==> src/rtl/irpw_pkg.sv <==
package irpw_pkg;

  localparam int unsigned TickW  = 12;
  localparam int unsigned FrameW = 16;
  localparam int unsigned CountW = 6;
  localparam int unsigned ByteW  = 8;
  localparam int unsigned AddrW  = 5;
  localparam int unsigned DataW  = 32;

  localparam logic [TickW-1:0]  TickMax  = '1;
  localparam logic [FrameW-1:0] FrameMax = '1;
  localparam logic [CountW-1:0] CountMax = '1;
  localparam logic [CountW-1:0] ByteBits = CountW'(ByteW);

  // event kinds on the input channel
  localparam logic KindTick = 1'b0;
  localparam logic KindEdge = 1'b1;

  // register reset values
  localparam logic [TickW-1:0]  StartNominalRst   = 12'd2;
  localparam logic [TickW-1:0]  StartToleranceRst = 12'd1;
  localparam logic [TickW-1:0]  EndNominalRst     = 12'd2;
  localparam logic [TickW-1:0]  EndToleranceRst   = 12'd1;
  localparam logic [TickW-1:0]  ZeroNominalRst    = 12'd17;
  localparam logic [TickW-1:0]  OneNominalRst     = 12'd22;
  localparam logic [TickW-1:0]  BitToleranceRst   = 12'd2;
  localparam logic [FrameW-1:0] FrameTimeoutRst   = 16'd500;

  typedef enum logic [2:0] {
    REG_START_NOMINAL   = 3'd0,
    REG_START_TOLERANCE = 3'd1,
    REG_END_NOMINAL     = 3'd2,
    REG_END_TOLERANCE   = 3'd3,
    REG_ZERO_NOMINAL    = 3'd4,
    REG_ONE_NOMINAL     = 3'd5,
    REG_BIT_TOLERANCE   = 3'd6,
    REG_FRAME_TIMEOUT   = 3'd7
  } irpw_reg_t;

  typedef enum logic [2:0] {
    PH_IDLE        = 3'd0,
    PH_END_FIRST   = 3'd1,
    PH_START_START = 3'd2,
    PH_END_START   = 3'd3,
    PH_START_END   = 3'd4,
    PH_END_END     = 3'd5,
    PH_HALTED      = 3'd6
  } irpw_phase_t;

  typedef struct packed {
    logic [TickW-1:0]  start_nominal;
    logic [TickW-1:0]  start_tolerance;
    logic [TickW-1:0]  end_nominal;
    logic [TickW-1:0]  end_tolerance;
    logic [TickW-1:0]  zero_nominal;
    logic [TickW-1:0]  one_nominal;
    logic [TickW-1:0]  bit_tolerance;
    logic [FrameW-1:0] frame_timeout;
  } irpw_cfg_t;

endpackage

==> src/rtl/irpw_if.sv <==
interface irpw_event_if;
  logic valid;
  logic ready;
  logic kind;
  logic level;

  modport source (output valid, output kind, output level, input ready);
  modport sink (input valid, input kind, input level, output ready);
endinterface

interface irpw_result_if;
  logic       valid;
  logic       ready;
  logic [7:0] data_byte;
  logic [5:0] bits_received;
  logic       too_many_bits;

  modport source (output valid, output data_byte, output bits_received,
                  output too_many_bits, input ready);
  modport sink (input valid, input data_byte, input bits_received,
                input too_many_bits, output ready);
endinterface

==> src/rtl/irpw_cfg_regs.sv <==
module irpw_cfg_regs (
  input  logic                    clk,
  input  logic                    rst,
  input  logic                    psel,
  input  logic                    penable,
  input  logic                    pwrite,
  input  logic [irpw_pkg::AddrW-1:0] paddr,
  input  logic [irpw_pkg::DataW-1:0] pwdata,
  output logic [irpw_pkg::DataW-1:0] prdata,
  output logic                    pready,
  output irpw_pkg::irpw_cfg_t     cfg
);
  import irpw_pkg::*;

  irpw_reg_t reg_sel;
  logic      wr_en;

  assign pready  = 1'b1;
  assign reg_sel = irpw_reg_t'(paddr[AddrW-1:2]);
  assign wr_en   = psel && penable && pwrite && pready;

  always_ff @(posedge clk) begin
    if (rst) begin
      cfg.start_nominal   <= StartNominalRst;
      cfg.start_tolerance <= StartToleranceRst;
      cfg.end_nominal     <= EndNominalRst;
      cfg.end_tolerance   <= EndToleranceRst;
      cfg.zero_nominal    <= ZeroNominalRst;
      cfg.one_nominal     <= OneNominalRst;
      cfg.bit_tolerance   <= BitToleranceRst;
      cfg.frame_timeout   <= FrameTimeoutRst;
    end else if (wr_en) begin
      case (reg_sel)
        REG_START_NOMINAL:   cfg.start_nominal   <= pwdata[TickW-1:0];
        REG_START_TOLERANCE: cfg.start_tolerance <= pwdata[TickW-1:0];
        REG_END_NOMINAL:     cfg.end_nominal     <= pwdata[TickW-1:0];
        REG_END_TOLERANCE:   cfg.end_tolerance   <= pwdata[TickW-1:0];
        REG_ZERO_NOMINAL:    cfg.zero_nominal    <= pwdata[TickW-1:0];
        REG_ONE_NOMINAL:     cfg.one_nominal     <= pwdata[TickW-1:0];
        REG_BIT_TOLERANCE:   cfg.bit_tolerance   <= pwdata[TickW-1:0];
        REG_FRAME_TIMEOUT:   cfg.frame_timeout   <= pwdata[FrameW-1:0];
        default: ;
      endcase
    end
  end

  always_comb begin
    case (reg_sel)
      REG_START_NOMINAL:   prdata = DataW'(cfg.start_nominal);
      REG_START_TOLERANCE: prdata = DataW'(cfg.start_tolerance);
      REG_END_NOMINAL:     prdata = DataW'(cfg.end_nominal);
      REG_END_TOLERANCE:   prdata = DataW'(cfg.end_tolerance);
      REG_ZERO_NOMINAL:    prdata = DataW'(cfg.zero_nominal);
      REG_ONE_NOMINAL:     prdata = DataW'(cfg.one_nominal);
      REG_BIT_TOLERANCE:   prdata = DataW'(cfg.bit_tolerance);
      REG_FRAME_TIMEOUT:   prdata = DataW'(cfg.frame_timeout);
      default:             prdata = '0;
    endcase
  end

endmodule

==> src/rtl/irpw_core.sv <==
module irpw_core (
  input  logic                clk,
  input  logic                rst,
  input  irpw_pkg::irpw_cfg_t cfg,
  irpw_event_if.sink          evt,
  irpw_result_if.source       result
);
  import irpw_pkg::*;

  irpw_phase_t       phase, phase_next;
  logic [TickW-1:0]  elapsed_ticks;
  logic [FrameW-1:0] frame_ticks;
  logic              frame_armed;
  logic [ByteW-1:0]  shift_byte;
  logic [CountW-1:0] bit_count;

  logic              res_valid;
  logic [ByteW-1:0]  res_byte;
  logic [CountW-1:0] res_count;
  logic              res_many;

  logic              accept, tick_acc, edge_acc;
  logic [FrameW-1:0] ft_inc;
  logic              expire;
  logic              start_ok, end_ok, zero_ok, one_ok;
  logic              clr_byte, arm, shift_en, shift_val;

  // nominal-tol <= len <= nominal+tol, evaluated one bit wider so nothing wraps
  function automatic logic in_window(input logic [TickW-1:0] len,
                                     input logic [TickW-1:0] nom,
                                     input logic [TickW-1:0] tol);
    logic [TickW:0] lo_side;
    logic [TickW:0] hi_side;
    lo_side = {1'b0, len} + {1'b0, tol};
    hi_side = {1'b0, nom} + {1'b0, tol};
    return (lo_side >= {1'b0, nom}) && ({1'b0, len} <= hi_side);
  endfunction

  // output register frees up whenever the result is taken
  assign evt.ready = !res_valid || result.ready;
  assign accept    = evt.valid && evt.ready;
  assign tick_acc  = accept && (evt.kind == KindTick);
  assign edge_acc  = accept && (evt.kind == KindEdge);

  assign ft_inc = (frame_ticks == FrameMax) ? frame_ticks : frame_ticks + 1'b1;
  assign expire = tick_acc && frame_armed && (ft_inc >= cfg.frame_timeout);

  assign start_ok = in_window(elapsed_ticks, cfg.start_nominal, cfg.start_tolerance);
  assign end_ok   = in_window(elapsed_ticks, cfg.end_nominal, cfg.end_tolerance);
  assign zero_ok  = in_window(elapsed_ticks, cfg.zero_nominal, cfg.bit_tolerance);
  assign one_ok   = in_window(elapsed_ticks, cfg.one_nominal, cfg.bit_tolerance);

  always_comb begin
    phase_next = phase;
    if (expire) begin
      phase_next = PH_IDLE;
    end else if (edge_acc) begin
      case (phase)
        PH_IDLE: begin
          if (!evt.level) phase_next = PH_END_FIRST;
        end
        PH_END_FIRST: begin
          phase_next = (evt.level && start_ok) ? PH_START_END : PH_IDLE;
        end
        PH_START_START: begin
          phase_next = evt.level ? PH_HALTED : PH_END_START;
        end
        PH_END_START: begin
          phase_next = (evt.level && start_ok) ? PH_START_END : PH_HALTED;
        end
        PH_START_END: begin
          phase_next = evt.level ? PH_HALTED : PH_END_END;
        end
        PH_END_END: begin
          phase_next = (evt.level && end_ok) ? PH_START_START : PH_HALTED;
        end
        default: phase_next = phase;
      endcase
    end
  end

  always_comb begin
    clr_byte  = 1'b0;
    arm       = 1'b0;
    shift_en  = 1'b0;
    shift_val = 1'b0;
    if (edge_acc) begin
      case (phase)
        PH_IDLE:      clr_byte = !evt.level;
        PH_END_FIRST: arm = evt.level && start_ok;
        PH_START_END: begin
          // zero window has priority over the one window
          shift_en  = !evt.level && (zero_ok || one_ok);
          shift_val = !zero_ok;
        end
        default: ;
      endcase
    end
  end

  always_ff @(posedge clk) begin
    if (rst) begin
      phase         <= PH_IDLE;
      elapsed_ticks <= '0;
      frame_ticks   <= '0;
      frame_armed   <= 1'b0;
      shift_byte    <= '0;
      bit_count     <= '0;
      res_valid     <= 1'b0;
    end else begin
      phase <= phase_next;

      if (edge_acc) begin
        elapsed_ticks <= '0;
      end else if (tick_acc && elapsed_ticks != TickMax) begin
        elapsed_ticks <= elapsed_ticks + 1'b1;
      end

      if (arm) begin
        frame_ticks <= '0;
      end else if (tick_acc && frame_armed) begin
        frame_ticks <= ft_inc;
      end

      if (arm) begin
        frame_armed <= 1'b1;
      end else if (expire) begin
        frame_armed <= 1'b0;
      end

      if (clr_byte) begin
        shift_byte <= '0;
      end else if (shift_en) begin
        shift_byte <= {shift_byte[ByteW-2:0], shift_val};
      end

      if (arm) begin
        bit_count <= '0;
      end else if (shift_en && bit_count != CountMax) begin
        bit_count <= bit_count + 1'b1;
      end

      if (expire) begin
        res_valid <= 1'b1;
      end else if (result.ready) begin
        res_valid <= 1'b0;
      end
    end
  end

  always_ff @(posedge clk) begin
    if (expire) begin
      res_byte  <= shift_byte;
      res_count <= bit_count;
      res_many  <= bit_count > ByteBits;
    end
  end

  assign result.valid         = res_valid;
  assign result.data_byte     = res_byte;
  assign result.bits_received = res_count;
  assign result.too_many_bits = res_many;

  a_expire_emits: assert property (@(posedge clk) disable iff (rst)
    expire |=> res_valid && phase == PH_IDLE && !frame_armed)
    else $error("frame expiry did not produce a result");

  a_disarmed_phase: assert property (@(posedge clk) disable iff (rst)
    !frame_armed |-> (phase == PH_IDLE || phase == PH_END_FIRST))
    else $error("decoding phase active without frame timer");

  a_stall_only_when_full: assert property (@(posedge clk) disable iff (rst)
    !evt.ready |-> res_valid && !result.ready)
    else $error("input stalled with free result register");

  a_flag_matches_count: assert property (@(posedge clk) disable iff (rst)
    res_valid |-> (res_many == (res_count > ByteBits)))
    else $error("over-eight flag disagrees with bit count");

endmodule

==> src/rtl/ir_pulse_width_byte_decoder.sv <==
// infrared remote pulse-width decoder, one byte per frame
//
// evt carries one event per request: kind 0 is a 0.1 ms tick, kind 1 is an
// edge on the receiver pin with level giving the pin state after the edge.
// result carries one request per frame: the last eight bits shifted in
// (newest in bit 0), the number of classified bits (saturating at 63) and
// a flag that is set when more than eight bits arrived.
// each event is processed in the cycle it is accepted; one event per clock
// is sustained while no result waits. the result register is loaded by the
// tick on which the frame timer expires and shows up on result in the next
// cycle. while a result waits with result.ready low, evt.ready is low and no
// event of any kind is taken; the register is refilled in the same cycle it
// is drained, so a receiver that keeps ready high never stalls evt.
// registers sit on the apb port at 4*index; write them only while idle.
// rst (synchronous) restores register defaults, returns the decoder to
// idle with the frame timer disarmed and drops any pending result.
module ir_pulse_width_byte_decoder (
  input  logic                       clk,
  input  logic                       rst,
  input  logic                       psel,
  input  logic                       penable,
  input  logic                       pwrite,
  input  logic [irpw_pkg::AddrW-1:0] paddr,
  input  logic [irpw_pkg::DataW-1:0] pwdata,
  output logic [irpw_pkg::DataW-1:0] prdata,
  output logic                       pready,
  irpw_event_if.sink                 evt,
  irpw_result_if.source              result
);
  import irpw_pkg::*;

  irpw_cfg_t cfg;

  irpw_cfg_regs u_regs (
    .clk     (clk),
    .rst     (rst),
    .psel    (psel),
    .penable (penable),
    .pwrite  (pwrite),
    .paddr   (paddr),
    .pwdata  (pwdata),
    .prdata  (prdata),
    .pready  (pready),
    .cfg     (cfg)
  );

  irpw_core u_core (
    .clk    (clk),
    .rst    (rst),
    .cfg    (cfg),
    .evt    (evt),
    .result (result)
  );

endmodule

==> src/flat_wrapper.sv <==
// flat-port wrapper written by rule: the top's interface ports become plain ports
module ir_pulse_width_byte_decoder_flat import irpw_pkg::*;
  (clk, rst, psel, penable, pwrite, paddr, pwdata, prdata, pready, evt_valid, evt_kind, evt_level, evt_ready, result_valid, result_data_byte, result_bits_received, result_too_many_bits, result_ready);
  irpw_event_if evt_i ();
  irpw_result_if result_i ();
  input  logic clk;
  input  logic rst;
  input  logic psel;
  input  logic penable;
  input  logic pwrite;
  input  logic [irpw_pkg::AddrW-1:0] paddr;
  input  logic [irpw_pkg::DataW-1:0] pwdata;
  output logic [irpw_pkg::DataW-1:0] prdata;
  output logic pready;
  input wire logic [$bits(evt_i.valid)-1:0] evt_valid;
  input wire logic [$bits(evt_i.kind)-1:0] evt_kind;
  input wire logic [$bits(evt_i.level)-1:0] evt_level;
  output wire logic [$bits(evt_i.ready)-1:0] evt_ready;
  output wire logic [$bits(result_i.valid)-1:0] result_valid;
  output wire logic [$bits(result_i.data_byte)-1:0] result_data_byte;
  output wire logic [$bits(result_i.bits_received)-1:0] result_bits_received;
  output wire logic [$bits(result_i.too_many_bits)-1:0] result_too_many_bits;
  input wire logic [$bits(result_i.ready)-1:0] result_ready;
  assign evt_i.valid = evt_valid;
  assign evt_i.kind = evt_kind;
  assign evt_i.level = evt_level;
  assign evt_ready = evt_i.ready;
  assign result_valid = result_i.valid;
  assign result_data_byte = result_i.data_byte;
  assign result_bits_received = result_i.bits_received;
  assign result_too_many_bits = result_i.too_many_bits;
  assign result_i.ready = result_ready;
  ir_pulse_width_byte_decoder u_core (.clk(clk), .rst(rst), .psel(psel), .penable(penable), .pwrite(pwrite), .paddr(paddr), .pwdata(pwdata), .prdata(prdata), .pready(pready), .evt(evt_i), .result(result_i));
endmodule
==> config.mk <==
export PLATFORM = sky130hd
export DESIGN_NAME = ir_pulse_width_byte_decoder_flat
export DESIGN_NICKNAME = d
export VERILOG_FILES = /design/src/rtl/irpw_pkg.sv /design/src/rtl/irpw_if.sv /design/src/rtl/irpw_cfg_regs.sv /design/src/rtl/irpw_core.sv /design/src/rtl/ir_pulse_width_byte_decoder.sv /design/src/flat_wrapper.sv
export SDC_FILE = /design/constraint.sdc
export NUM_CORES = 1
export LEC_CHECK = 0
export BUFFER_PORTS_ARGS = -buffer_cell sky130_fd_sc_hd__buf_2
export CORE_MARGIN = 2
export CORE_UTILIZATION = 25
export DETAILED_ROUTE_END_ITERATION = 16
export HOLD_SLACK_MARGIN = 0.12
export RECOVER_POWER = 100
export SLEW_MARGIN = 25
export SYNTH_ARGS = -nofsm -noshare
export SYNTH_HDL_FRONTEND = slang
export SYNTH_HIERARCHICAL = 1
export SYNTH_SLANG_ARGS = --single-unit
==> constraint.sdc <==
create_clock -name clk -period 4.5 [get_ports clk]
set_input_delay 0.225 -clock clk [delete_from_list [all_inputs] [get_ports clk]]
set_output_delay 0.225 -clock clk [all_outputs]
set_load 0.01 [all_outputs]
; ---- Yosys cells after proc, flatten, opt, wreduce, memory -nomap -nowiden
; Cells that the tools add are included.
[word_totals]
ff_bits = 162
in_bits = 46
output_inout_bits = 50
elab_cells = 115
[op_classes]
bitwise = 1
magnitude_cmp = 10
reduce_logical = 39
n_addsub = 10
eq_ne = 16
muxes = 21
[ops]
columns = cell, n
row1 = 32-bit case mux with 8 select lines, 1
row2 = 12-bit by 12-bit adder with 13-bit output, 7
row3 = 13-bit by 12-bit >= comparator with 1-bit output, 4
row4 = 12-bit by 13-bit less-or-equal comparator with 1-bit output, 4
row5 = 3-bit == test (second input constant), 6
row6 = 3-bit case mux with 6 select lines, 1
row7 = 16-bit by 1-bit adder with 16-bit output (second input constant), 1
row8 = 16-bit == test (second input constant), 1
row9 = 16-bit >= comparator, 1
row10 = 1-bit logical AND, 16
row11 = 16-bit two-way mux, 1
row12 = 2-bit AND reduction, 8
row13 = 12-bit by 1-bit adder with 12-bit output (second input constant), 1
row14 = 3-bit by 2-bit == test with 1-bit output (second input constant), 4
row15 = 1-bit two-way mux, 12
row16 = 3-bit two-way mux, 4
row17 = 12-bit inequality test (second input constant), 1
row18 = 2-bit OR reduction, 4
row19 = 6-bit by 1-bit adder with 6-bit output (second input constant), 1
row20 = 3-bit by 1-bit == test with 1-bit output (second input constant), 2
row21 = 6-bit by 4-bit greater-than comparator with 1-bit output (second input constant), 1
row22 = 3-bit zero test, 2
row23 = 6-bit inequality test (second input constant), 1
row24 = 6-bit nonzero test, 1
row25 = other kinds (7), 12

; ---- Logic depth before layout (Yosys ltp)
; Gate-level depths: netlist of the first run.
[logic_depth]
depth_word = 8
ltp_mapped = 20
ltp_nobuf = 19

; ---- Hierarchy
; The synthesis of the first run kept the hierarchy.
[by_module_without_submodules]
columns = mod, area_each_um2, instances, seq_area_each_um2, cells_each
row1 = irpw_core, 8894.8, 1, 1391.3, 1097
row2 = irpw_cfg_regs, 4830.9, 1, 2001.9, 597

; ---- Worst setup path before layout of the first run
; No wires, ideal clock.
[synth_timing]
kind = reg-to-reg
from = register u_core.u_core.frame_ticks[0]
to = register u_core.u_core.res_count[0] (netlist: u_core/u_core/result.bits_received[0]), enable pin
period_less_slack_ns = 4.075
stages_incl_launch_ff = 14
setup_ns = 0.397
slack_ns = 0.425
arrival_ns = 3.677
path_buffers = 1
required_ns = 4.103
path_cell_list = dfxtp_1 ha_1 and3_1 and4_1 and2_1 nand3b_1 clkbuf_1 nand3_1 xnor2_1 ha_1 nand3_1 or2_2 or3_1 a21oi_1
[synth_via]
elab_chain_cells = 4
elab_cells_between_ends = 5
classes_between = 1 x add/sub / 1 x order compare / 1 x eq/ne / 1 x mux / 1 x reduce/logical
[synth_lines]
columns = element, line_no
row1 = start: declaration, irpw_core.sv:12  ; logic [FrameW-1:0] frame_ticks;
row2 = start signal: assignment, irpw_core.sv:122  ; frame_ticks <= ft_inc;
row3 = 16-bit by 1-bit adder with 16-bit output or 16-bit == test (tied branches), irpw_core.sv:45  ; assign ft_inc = (frame_ticks == FrameMax) ? frame_ticks : frame_ticks + 1'b1;
row4 = 16-bit two-way mux *, irpw_core.sv:45
row5 = named net u_core.u_core.ft_inc[9], irpw_core.sv:23  ; logic [FrameW-1:0] ft_inc;
row6 = 16-bit >= comparator *, irpw_core.sv:46  ; assign expire = tick_acc && frame_armed && (ft_inc >= cfg.frame_timeout);
row7 = 1-bit logical AND *, irpw_core.sv:46
row8 = named net u_core.u_core.expire, irpw_core.sv:24  ; logic expire;
row9 = end signal: assignment, irpw_core.sv:154  ; res_count <= bit_count;
row10 = end: declaration, irpw_core.sv:19  ; logic [CountW-1:0] res_count;
; The timed path passes the listed nets; every way through them passes the cells marked *.
; A chain may end at the register's enable or synchronous reset.

; ---- Worst setup path in the final report of the first run
[layout_timing]
from = register u_core/u_regs/cfg[53] (netlist name)
to = register u_core.u_core.phase[2]
[layout_via]
elab_chain_cells = 6
elab_cells_between_ends = 8
classes_between = 2 x add/sub / 2 x order compare / 2 x mux / 2 x reduce/logical
[layout_lines]
columns = element, line_no
row1 = "12-bit by 12-bit adder with 13-bit output, on equally long branches", "irpw_core.sv:34, irpw_core.sv:35"
row2 = 13-bit by 12-bit >= comparator with 1-bit output or 12-bit by 13-bit less-or-equal comparator with 1-bit output (tied branches), irpw_core.sv:36  ; return (lo_side >= {1'b0, nom}) && ({1'b0, len} <= hi_side);
row3 = 1-bit logical AND *, irpw_core.sv:36
row4 = 1-bit logical AND *, irpw_core.sv:75  ; phase_next = (evt.level && end_ok) ? PH_START_START : PH_HALTED;
row5 = 3-bit two-way mux *, irpw_core.sv:75
row6 = 3-bit case mux with 6 select lines *, irpw_core.sv:58  ; case (phase)
row7 = end signal: assignment, irpw_core.sv:111  ; phase <= phase_next;
row8 = end: declaration, irpw_core.sv:10  ; irpw_phase_t phase, phase_next;
; Mark *: on every way between the ends. The rest lies on a longest branch, timed or not.

==> flow_metrics.py, run 1 <==
metrics = {
    "status": {
        "outcome": "complete, but fails checks",
        "violations": "max-capacitance violations, max-slew violations",
    },
    "yosys": {
        "ys.flop_type": "dfxtp_1",
        "yosysWarnings": 6,
        "synth.avg_cell_area_um2": 8.10,
        "synthArstFlopShare_pct": 0,
        "netlist_instances": 1694,
        "synth-seq-area-share_pct": 24.7,
        "netlist_area_mm2": 0.0137,
        "synth.distinct_cells": 83,
        "synth_top_area_share_pct": 21.4,
        "yosysTopAreaCell": "dfxtp_1",
        "synth-edff-count": 15,
        "ys_ff_latch": 162,
        "synth_area_leaders": "dfxtp_1 21%, ha_1 18%, a21oi_1 5.9%",
    },
    "worst_setup_path": {
        "crit_buf_inv": 1,
        "endpoint_kind": "flip-flop",
        "crit_path_max_fanout": 5,
        "critPathTopFamily": "compound AO/OA/AOI/OAI gates",
        "crit_slowest_cell": "dfxtp_1",
        "startpoint_type": "flip-flop",
        "crit_required_ns": 4.86,
        "worstPathCellList": "ha_1, a21o_1, a21oi_1, o21bai_1, a21oi_1, o21bai_1, a41o_1, o41ai_1, xor2_1, ha_1, nand3_1, or2_0, a221oi_1, o21ai_0, a2bb2oi_1, a31oi_1, buf_4, o22ai_1",
        "worstPathArrival_ns": 4.61,
        "cpPeakStageDelay_ns": 0.43,
        "path_class": "reg -> reg",
    },
    "clock_network": {
        "ctsLongestPathBuffers": 2,
        "cts_sinks": 162,
        "htreeDepth": 4,
        "cts.clk_slew.worst_paths_ns": 0.08,
        "clk_latency_ns": 0.44,
        "cts_root_buf": "clkbuf_16",
        "cts_tree": "yes",
        "cts_buffers": 17,
    },
    "floorplan": {
        "core_mm2": 0.0540,
        "initial_core_util_pct": 25.4,
        "fp-row-count": 85,
        "ioPinCount": 96,
        "die-height_um": 238,
        "die_area_mm2": 0.0568,
        "die_w_um": 238,
    },
    "drt": {
        "met2_length_mm": 19.6,
        "wl_mm": 43.5,
        "drc": 0,
        "via_per_inst": 5.14,
        "highest_layer": "met4",
        "vias": 12617,
        "firstDrtPassIters": 6,
        "ant_nets": 0,
        "drt-initial-drc-count": 1069,
        "drt-met1-wl_mm": 19.6,
        "post_drt_wl_per_cell_um": 17.8,
        "wl_met3_mm": 2.64,
    },
    "global_routing": {
        "track_usage_pct": 15.0,
        "overflow": 0,
        "grt_pass1_vias": 11844,
        "grt_pass1_wl_mm": 66.8,
        "antenna_found_initial": 0,
        "grt_max_degree": 86,
    },
    "pwr": {
        "p_leak_nw": 6.47,
        "ir_drop_mv": 0.210,
        "total_power_w": 0.00329,
        "p_per_area_mw_per_mm2": 214,
    },
    "timing": {
        "fin_crit_sh_pct": 94.6,
        "setup-violations-final": 0,
        "fin_crit_ns": 4.26,
        "finalHoldViolations": 0,
        "worst_slack_ns": 0.243,
        "hold-worst-slack_ns": 0.133,
        "slew_headroom_pct": -18.1,
        "drv_slew": 13,
        "fmax_ghz": 0.235,
        "finClkSkew_ns": 0.0194,
        "worst_slew_pin_slew_ns": 1.76,
    },
    "layout": {
        "fillCellCount": 5683,
        "drive_gt1_share_pct": 7.80,
        "final_nets": 1997,
        "antenna_cells": 0,
        "area_delta_synth_final_pct": 11.9,
    },
    "min_path": {
        "hold_path.class": "in -> reg",
    },
    "place": {
        "port-buffer-count": 60,
        "post-dp-hpwl_mm": 34.6,
        "place.gp.congestion": 0.889,
        "place_ws_ns": 0.0538,
    },
    "job": {
        "max-cap-violations": 1,
    },
}
worst paths after layout:
kind                                                               endpoint  slack, ns  cells after the start                                      from
worst max-delay path                    u_core/u_core/phase[2]$_SDFFE_PP0P_       0.24                     18        u_core/u_regs/cfg[53]$_SDFFE_PP0P_
worst min-delay path                u_core/u_core/result.valid$_SDFFE_PP0P_       0.13                      3                              result_ready
worst max register to register          u_core/u_core/phase[2]$_SDFFE_PP0P_       0.24                     18        u_core/u_regs/cfg[53]$_SDFFE_PP0P_
worst min register to register  u_core/u_core/result.data_byte[7]$_DFFE_PP_       0.45                      0  u_core/u_core/shift_byte[7]$_SDFFE_PP0P_
placed cells by master (no fill, tap or decap), types with 15 or more instances in the layout:
cell type and instances:
ha_1 200, nand2_1 192, a21oi_1 159, dfxtp_1 146, nor2_1 127, inv_1 111, o21ai_1 65, xnor2_1 56
nand3_1 49, xor2_1 43, buf_2 39, o21ai_0 35, nor3_1 30, nor2b_1 29, mux2i_1 29, buf_4 28
a21o_1 27, nand2b_1 26, a221oi_1 25, clkbuf_1 24, nand4_1 21, clkbuf_16 17, nand3b_1 17, conb_1 17
edfxtp_1 15
kinds of logic (layout without fill, tap and decap cells):
logic type / count (synthesis) / in the layout / synth area share, %
AOI/OAI and AO/OA: 425 / 425 / 19.7
xor gates and xnor gates: 99 / 99 / 6.32
adders and majority gates: 207 / 207 / 19.3
buffers and inverters: 201 / 249 / 6.71
DFF: 162 / 162 / 24.7
muxes: 43 / 43 / 3.51
other: 2 / 17 / 0.0547
and+or+nand+nor: 555 / 555 / 19.8
cells in the mapped netlist (all sizes together) (9+ instances only):
library cell,instances
or3,11
mux2i,29
nand3b,17
a221oi,26
nand2,192
dfxtp,147
nor3,31
clkbuf,24
nand2b,26
and2,11
o211ai,10
xnor2,56
a22o,13
nor2,128
mux2,14
o21ai,100
edfxtp,15
inv,112
and3,12
ha,200
nor2b,29
and4,9
nand3,49
a21oi,161
a21o,27
buf,65
nand4,21
xor2,43
o21a,13
worst min-delay path, cell delays in order:
cell,delay [ns]
buf_2,0.08
nor2b_1,0.05
o21ba_1,0.17
stage by stage:
stage / setup TNS, ns / cell area (um^2) / util (%) / std cells
final: 0 / 15400 / 28.4 / 2453
after global routing: -0.0478 / 15400 / 28.4 / 2453
after CTS: 0 / 15500 / 28.6 / 2453
after detailed placement: 0 / 14800 / 27.3 / 2412
after global placement: 0 / 14800 / 27.3 / 2412
after floorplan: 0 / 13800 / - / 1709
flip-flops by register name, indices dropped and copies added (netlist names):
name / count
u_core/u_core/result.valid: 1
u_core/u_core/elapsed_ticks: 12
u_core/u_core/frame_armed: 1
u_core/u_core/result.data_byte: 8
u_core/u_core/result.too_many_bits: 1
u_core/u_core/result.bits_received: 6
u_core/u_core/frame_ticks: 16
u_core/u_core/phase: 3
u_core/u_regs/cfg: 100
u_core/u_core/bit_count: 6
u_core/u_core/shift_byte: 8
area by class of cell:
type,count,area [um^2],share of cell area (%)
timing repair buffer,105,641,4.17
tap,696,871,5.67
clock buffer,17,425,2.77
clock inverter,15,201,1.31
inverter,112,420,2.74
multi-input combinational,1346,9410,61.3
sequential,162,3390,22.1
metal layers:
| layer | vias up | track usage (%) |
|---|---|---|
| met3 | 87 | 1.76 |
| met2 | 465 | 24.1 |
| met4 | 0 | 6.46 |
| met1 | 5980 | 20.2 |
| li1 | 6085 | - |
| met5 | - | 0 |
report_power, final:
group	leakage [nW]	switching [W]	internal (W)
logic	4.88	0.000209	0.000106
registers	1.29	0.0000134	0.00146
clock network	0.300	0.000736	0.000763
total	6.47	0.000959	0.00233
timing repair:
action	4_1_cts	5_1_grt
pin swaps	0	0
endpoints found under the setup margin	1	14
gates resized for setup	1	6
endpoints found under the hold margin	11	0
setup buffers	0	0
hold buffers	9	0
No activity file was read; power rests on OpenSTA's default activity.
==> run 2, diff against run 1 <==
--- a/config.mk
+++ b/config.mk
@@ -14,5 +14,4 @@
 export SLEW_MARGIN = 25
 export SYNTH_ARGS = -nofsm -noshare
 export SYNTH_HDL_FRONTEND = slang
-export SYNTH_HIERARCHICAL = 1
 export SYNTH_SLANG_ARGS = --single-unit
==> run 2 against run 1 <==
Compared with the run above: cell count is 2.0% lower; the run still ends with max-capacitance violations, max-slew violations left; sequential power is essentially flat; clock skew down 0.0068 ns.
==> flow_metrics.py, run 2 <==
metrics = {
    "drt": {
        "via_per_inst": 5.02,
        "drc": 0,
        "wl_mm": 41.8,
        "drt-initial-drc-count": 837,
        "firstDrtPassIters": 5,
        "post_drt_wl_per_cell_um": 17.4,
        "vias": 12055,
        "ant_nets": 0,
    },
    "global_routing": {
        "grt_max_degree": 64,
        "track_usage_pct": 15.1,
        "antenna_found_initial": 0,
        "grt_pass1_vias": 11830,
        "overflow": 0,
        "grt_pass1_wl_mm": 64.3,
    },
    "timing": {
        "worst_slew_pin_slew_ns": 1.79,
        "setup-violations-final": 0,
        "fin_crit_ns": 4.24,
        "rsz0062_at_grt": "no",
        "finClkSkew_ns": 0.0126,
        "slew_headroom_pct": -19.2,
        "fmax_ghz": 0.236,
        "fin_crit_sh_pct": 94.1,
        "tns_ns": 0,
        "drv_slew": 37,
        "finalHoldViolations": 0,
    },
    "worst_setup_path": {
        "crit_start": "u_core.u_regs.cfg[17]$_SDFFE_PP1P_",
        "crit_required_ns": 4.88,
        "crit_slowest_cell": "or4_1",
        "cpPeakStageDelay_ns": 0.53,
        "endpoint_kind": "flip-flop",
        "worstPathCellList": "clkbuf_2, inv_1, fa_1, nor2b_1, o2111ai_1, a31oi_2, a21o_1, a21oi_1, xor2_1, ha_1, nand3_1, nor4_1, o31ai_1, nand3_1, a32oi_2, or4_1, a21oi_1",
        "path_class": "reg -> reg",
        "worstPathArrival_ns": 4.62,
        "timing.rr.start": "u_core.u_regs.cfg[17]$_SDFFE_PP1P_",
        "crit_path_max_fanout": 5,
        "startpoint_type": "flip-flop",
    },
    "clock_network": {
        "ctsLongestPathBuffers": 2,
        "cts_sinks": 162,
        "cts.clk_slew.worst_paths_ns": 0.08,
        "cts_root_buf": "clkbuf_16",
        "clk_latency_ns": 0.45,
        "cts_tree": "yes",
        "cts_buffers": 17,
        "htreeDepth": 4,
    },
    "yosys": {
        "synth-edff-count": 15,
        "synth-compound-area-share_pct": 18.4,
        "synth_commonest_cells": "200 x ha_1, 183 x nor2_1, 152 x nand2_1",
        "yosysTopAreaCell": "dfxtp_1",
        "yosysWarnings": 0,
        "synth_top_area_share_pct": 22.1,
        "synthXorXnorAreaFrac_pct": 6.00,
        "synth-seq-area-share_pct": 25.5,
        "synthArstFlopShare_pct": 0,
        "synth.distinct_cells": 78,
        "netlist_instances": 1625,
        "ys_ff_latch": 162,
        "synth_mux_area_share_pct": 5.50,
        "ys.flop_type": "dfxtp_1",
        "synth_top_family_by_area": "adder cells",
        "synth_area_leaders": "dfxtp_1 22%, ha_1 19%, nor2_1 5.2%",
        "synthSimpleGateAreaFrac_pct": 18.9,
        "synthAdderAreaFrac_pct": 19.9,
        "post-synth-top-count-cell": "ha_1",
        "netlist_area_mm2": 0.0133,
        "synth.avg_cell_area_um2": 8.18,
    },
    "min_path": {
        "holdCritStartpoint": "result_ready",
        "hold_path.class": "in -> reg",
    },
    "place": {
        "port-buffer-count": 60,
        "place.gp.congestion": 0.919,
        "place_area_mm2": 0.0145,
        "post-dp-hpwl_mm": 33.3,
    },
    "status": {
        "outcome": "complete, but fails checks",
        "violations": "max-capacitance violations, max-slew violations",
    },
    "floorplan": {
        "die-height_um": 235,
        "die_w_um": 235,
        "ioPinCount": 96,
        "initial_core_util_pct": 25.3,
        "die_area_mm2": 0.0550,
        "fp-row-count": 84,
        "core_mm2": 0.0526,
    },
    "pwr": {
        "p_leak_nw": 6.36,
        "p_per_area_mw_per_mm2": 212,
        "ir_drop_mv": 0.241,
    },
    "layout": {
        "reg.largest.list": "u_core.u_regs.cfg (100), u_core.u_core.frame_ticks (16), u_core.u_core.elapsed_ticks (12)",
        "antenna_cells": 0,
        "drive_gt1_share_pct": 8.16,
        "final_nets": 1955,
        "mostFrequentLayoutCells": "200 x ha_1, 183 x nor2_1, 152 x nand2_1, 147 x dfxtp_1, 135 x a21oi_1",
        "final_common_cell": "ha_1",
        "regMostFlops": "u_core.u_regs.cfg",
        "area_delta_synth_final_pct": 14.0,
        "largest_reg_flops": 100,
        "final_design_area_no_fill_mm2": 0.0151,
    },
    "job": {
        "max-cap-violations": 1,
    },
}
run 2: report_power, final:
part / internal, W / switching [W] / leakage, nW
clock: 0.000756 / 0.000680 / 0.275
combinational: 0.000103 / 0.000199 / 4.74
sequential: 0.00146 / 0.0000102 / 1.35
total: 0.00232 / 0.000890 / 6.36
run 2: worst paths after layout:
path / slack, ns / to / cells past startpoint
hold reg to reg: 0.45 / u_core.u_core.result.data_byte[7]$_DFFE_PP_ / 0
setup reg to reg: 0.26 / u_core.u_core.bit_count[3]$_SDFFE_PP0P_ / 17
hold / removal: 0.13 / u_core.u_core.result.valid$_SDFFE_PP0P_ / 3
setup / recovery: 0.26 / u_core.u_core.bit_count[3]$_SDFFE_PP0P_ / 17
run 2: metal layers:
layer  wire, um  up-vias  track usage (%)
met5          0        -                0
met4       1630        0             6.31
met3       1950       73             2.01
met2      19800      275             25.7
met1      18400     5794             19.3
li1           -     5913                -
run 2: cell families (layout without fill, tap and decap cells):
group / after synthesis / count (layout)
simple gates: 544 / 544
compound gates: 376 / 376
fa+ha+maj: 207 / 207
buf+inv: 178 / 253
flops: 162 / 162
xor+xnor: 91 / 91
mux: 65 / 65
other cells: 2 / 17
run 2: stage by stage:
stage	std cells	util, %	setup slack [ns]	power (W)	hold slack [ns]
global route	2403	28.8	0.0168	0.00331	0.156
detailed placement	2360	27.6	0.0310	0.00180	0.440
global placement	2360	27.6	0.143	0.00179	0.436
floorplan	1640	-	0.567	0.00170	0.361
CTS	2402	28.9	0.00721	0.00323	0.122
finish	2403	28.8	0.263	0.00321	0.133
run 2: critical path: cells and delay by family (launching register included):
| family | cells | cell delay [ns] |
|---|---|---|
| XOR/XNOR | 1 | 0.15 |
| AND/OR/NAND/NOR | 5 | 1.46 |
| buffers and inverters | 2 | 0.30 |
| flip-flops | 1 | 0.34 |
| adder cells (fa/ha/maj) | 2 | 0.76 |
| AO/OA/AOI/OAI | 7 | 1.14 |
run 2: layout make-up:
cell class | instances | area [um^2]
clock buffers | 18 | 450
clock inverters | 14 | 119
fillers | 5633 | 37400
inverters | 101 | 379
multi-input cells | 1300 | 9240
flip-flops and latches | 162 | 3390
well taps | 688 | 861
repair buffers | 120 | 703
run 2: timing repair:
item,CTS,global route
hold buffers,10,0
buffers inserted,0,1
setup endpoints to repair,0,31
hold endpoints to repair,19,0
gates resized for setup,0,11
==> run 3, diff against run 2 <==
--- a/config.mk
+++ b/config.mk
@@ -7,7 +7,7 @@
 export LEC_CHECK = 0
 export BUFFER_PORTS_ARGS = -buffer_cell sky130_fd_sc_hd__buf_2
 export CORE_MARGIN = 2
-export CORE_UTILIZATION = 25
+export CORE_UTILIZATION = 30
 export DETAILED_ROUTE_END_ITERATION = 16
 export HOLD_SLACK_MARGIN = 0.12
 export RECOVER_POWER = 100
==> run 3 against run 2 <==
Compared with the run above: the flow still finishes with violations (max-capacitance violations, max-slew violations); total power is 0.55% higher; worst setup slack worse by 0.035 ns; cell count is 4.3% lower; sequential power hardly changed; fmax is 0.82% lower; clock-buffer cell count is 1 lower; register-to-register slack worse by 0.03 ns; sequential share of layout area is 0.24 points higher.
==> flow_metrics.py, run 3 (same netlist as run 2, synthesis figures left out) <==
metrics = {
    "status": {
        "outcome": "complete, but fails checks",
        "violations": "max-capacitance violations, max-slew violations",
    },
    "worst_setup_path": {
        "crit_buf_inv": 3,
        "crit_start": "u_core.u_core.elapsed_ticks[1]$_SDFFE_PP0P_",
        "crit_path_frequent_cell": "buf_4",
        "crit_path_max_fanout": 16,
        "path_class": "reg -> reg",
        "crit_required_ns": 4.89,
        "endpoint_kind": "flip-flop",
        "cpPeakStageDelay_ns": 0.49,
        "worstPathCellList": "buf_4, clkinvlp_4, fa_1, nor2b_2, o31a_1, o311a_1, o21a_1, a21oi_1, xnor2_1, ha_1, and3_1, a22o_1, a2111oi_1, o211ai_1, nand3_2, nand2b_1, buf_4, nor3_2",
        "worstPathArrival_ns": 4.66,
        "critPathTopFamily": "compound AO/OA/AOI/OAI gates",
        "timing.rr.start": "u_core.u_core.elapsed_ticks[1]$_SDFFE_PP0P_",
        "startpoint_type": "flip-flop",
        "reg2regPathDepth": 18,
        "cp.depth": 18,
        "crit_slowest_cell": "fa_1",
    },
    "drt": {
        "drt-initial-drc-count": 890,
        "via_per_inst": 5.23,
        "firstDrtPassIters": 6,
        "ant_nets": 0,
        "vias": 12022,
        "wl_mm": 41.0,
        "drc": 0,
        "post_drt_wl_per_cell_um": 17.8,
    },
    "job": {
        "max-cap-violations": 1,
    },
    "clock_network": {
        "cts.clk_slew.worst_paths_ns": 0.08,
        "cts_sinks": 162,
        "cts_root_buf": "clkbuf_16",
        "clk_latency_ns": 0.45,
        "cts_tree": "yes",
        "htreeDepth": 4,
        "ctsLongestPathBuffers": 2,
        "cts_buffers": 17,
    },
    "place": {
        "place_area_mm2": 0.0143,
        "place.gp.congestion": 0.925,
        "post-dp-hpwl_mm": 32.6,
        "port-buffer-count": 60,
    },
    "layout": {
        "regMostFlops": "u_core.u_regs.cfg",
        "drive_gt1_share_pct": 7.67,
        "mostFrequentLayoutCells": "200 x ha_1, 183 x nor2_1, 152 x nand2_1, 147 x dfxtp_1, 134 x a21oi_1",
        "final_design_area_no_fill_mm2": 0.0150,
        "reg.largest.list": "u_core.u_regs.cfg (100), u_core.u_core.frame_ticks (16), u_core.u_core.elapsed_ticks (12)",
        "postLayoutCoreUtil_pct": 34.1,
        "area_delta_synth_final_pct": 12.7,
        "final_nets": 1947,
        "largest_reg_flops": 100,
        "final_common_cell": "ha_1",
        "fillCellCount": 4609,
    },
    "floorplan": {
        "ioPinCount": 96,
        "die_w_um": 214,
        "initial_core_util_pct": 30.3,
        "core_mm2": 0.0439,
        "die-height_um": 214,
        "die_area_mm2": 0.0460,
        "fp-row-count": 77,
    },
    "timing": {
        "rsz0062_at_grt": "no",
        "finalHoldViolations": 0,
        "worst_slew_pin_slew_ns": 1.83,
        "fin_crit_ns": 4.27,
        "setup-violations-final": 0,
        "fmax_ghz": 0.234,
        "fin_crit_sh_pct": 94.9,
        "slew_headroom_pct": -21.8,
        "finClkSkew_ns": 0.0131,
        "drv_slew": 37,
        "tns_ns": 0,
    },
    "pwr": {
        "ir_drop_mv": 0.186,
        "p_leak_nw": 6.30,
        "total_power_w": 0.00323,
        "p_per_area_mw_per_mm2": 215,
    },
    "global_routing": {
        "grt_pass1_vias": 11618,
        "track_usage_pct": 17.8,
        "overflow": 0,
        "grt_pass1_wl_mm": 64.3,
        "antenna_found_initial": 1,
        "grt_max_degree": 71,
    },
    "min_path": {
        "holdCritStartpoint": "pwdata[8]",
        "hold_path.class": "in -> reg",
        "holdPathStages": 3,
    },
}
==> run 3: through the flow <==
stage                     worst slack [ns]  std cells  hold WS, ns
after detailed placement            0.0369       2255        0.428
after global placement               0.114       2255        0.430
final                                0.228       2300        0.134
after floorplan                      0.567       1640        0.361
after CTS                           0.0178       2298        0.128
after global routing               0.00303       2300        0.133
==> run 3: cell type report <==
class / instances / area [um^2] / share of cell area, %
Clock inverter: 15 / 154 / 1.03
Multi-Input combinational cell: 1300 / 9240 / 61.6
Inverter: 101 / 383 / 2.55
Clock buffer: 17 / 425 / 2.84
Tap cell: 592 / 741 / 4.94
Timing Repair Buffer: 112 / 651 / 4.34
Antenna cell: 1 / 2.50 / 0.0167
Sequential cell: 162 / 3390 / 22.6
==> run 3: final timing paths <==
check,slack [ns],to
setup / recovery,0.23,u_core.u_core.frame_ticks[1]$_SDFFE_PP0P_
hold / removal,0.13,u_core.u_regs.cfg[84]$_SDFFE_PP0P_
hold reg to reg,0.45,u_core.u_core.result.data_byte[7]$_DFFE_PP_
setup reg to reg,0.23,u_core.u_core.frame_ticks[1]$_SDFFE_PP0P_
==> run 3: power by group <==
group	switching [W]	internal, W	total, W
Clock	0.000713	0.000746	0.00146
Combinational	0.000196	0.000100	0.000296
Sequential	0.0000111	0.00146	0.00147
==> run 3: per-layer routing <==
| layer | part of all wire, % | vias to the layer above | global-route usage (%) |
|---|---|---|---|
| li1 | - | 5892 | - |
| met1 | 45 | 5729 | 23.4 |
| met2 | 46 | 344 | 29.3 |
| met3 | 6.0 | 57 | 2.60 |
| met4 | 2.9 | 0 | 6.83 |
| met5 | 0 | - | 0 |
==> run 3: timing repair <==
| action | 4_1_cts | 5_1_grt |
|---|---|---|
| buffers inserted | 0 | 1 |
| hold buffers | 11 | 0 |
| hold endpoints to repair | 21 | 0 |
| resized for setup | 0 | 15 |
| endpoints found under the setup margin | 0 | 30 |
==> run 3: worst min-delay path: stages <==
cell and delay [ns]:
buf_2 0.18, nand2_1 0.08, a21oi_1 0.05
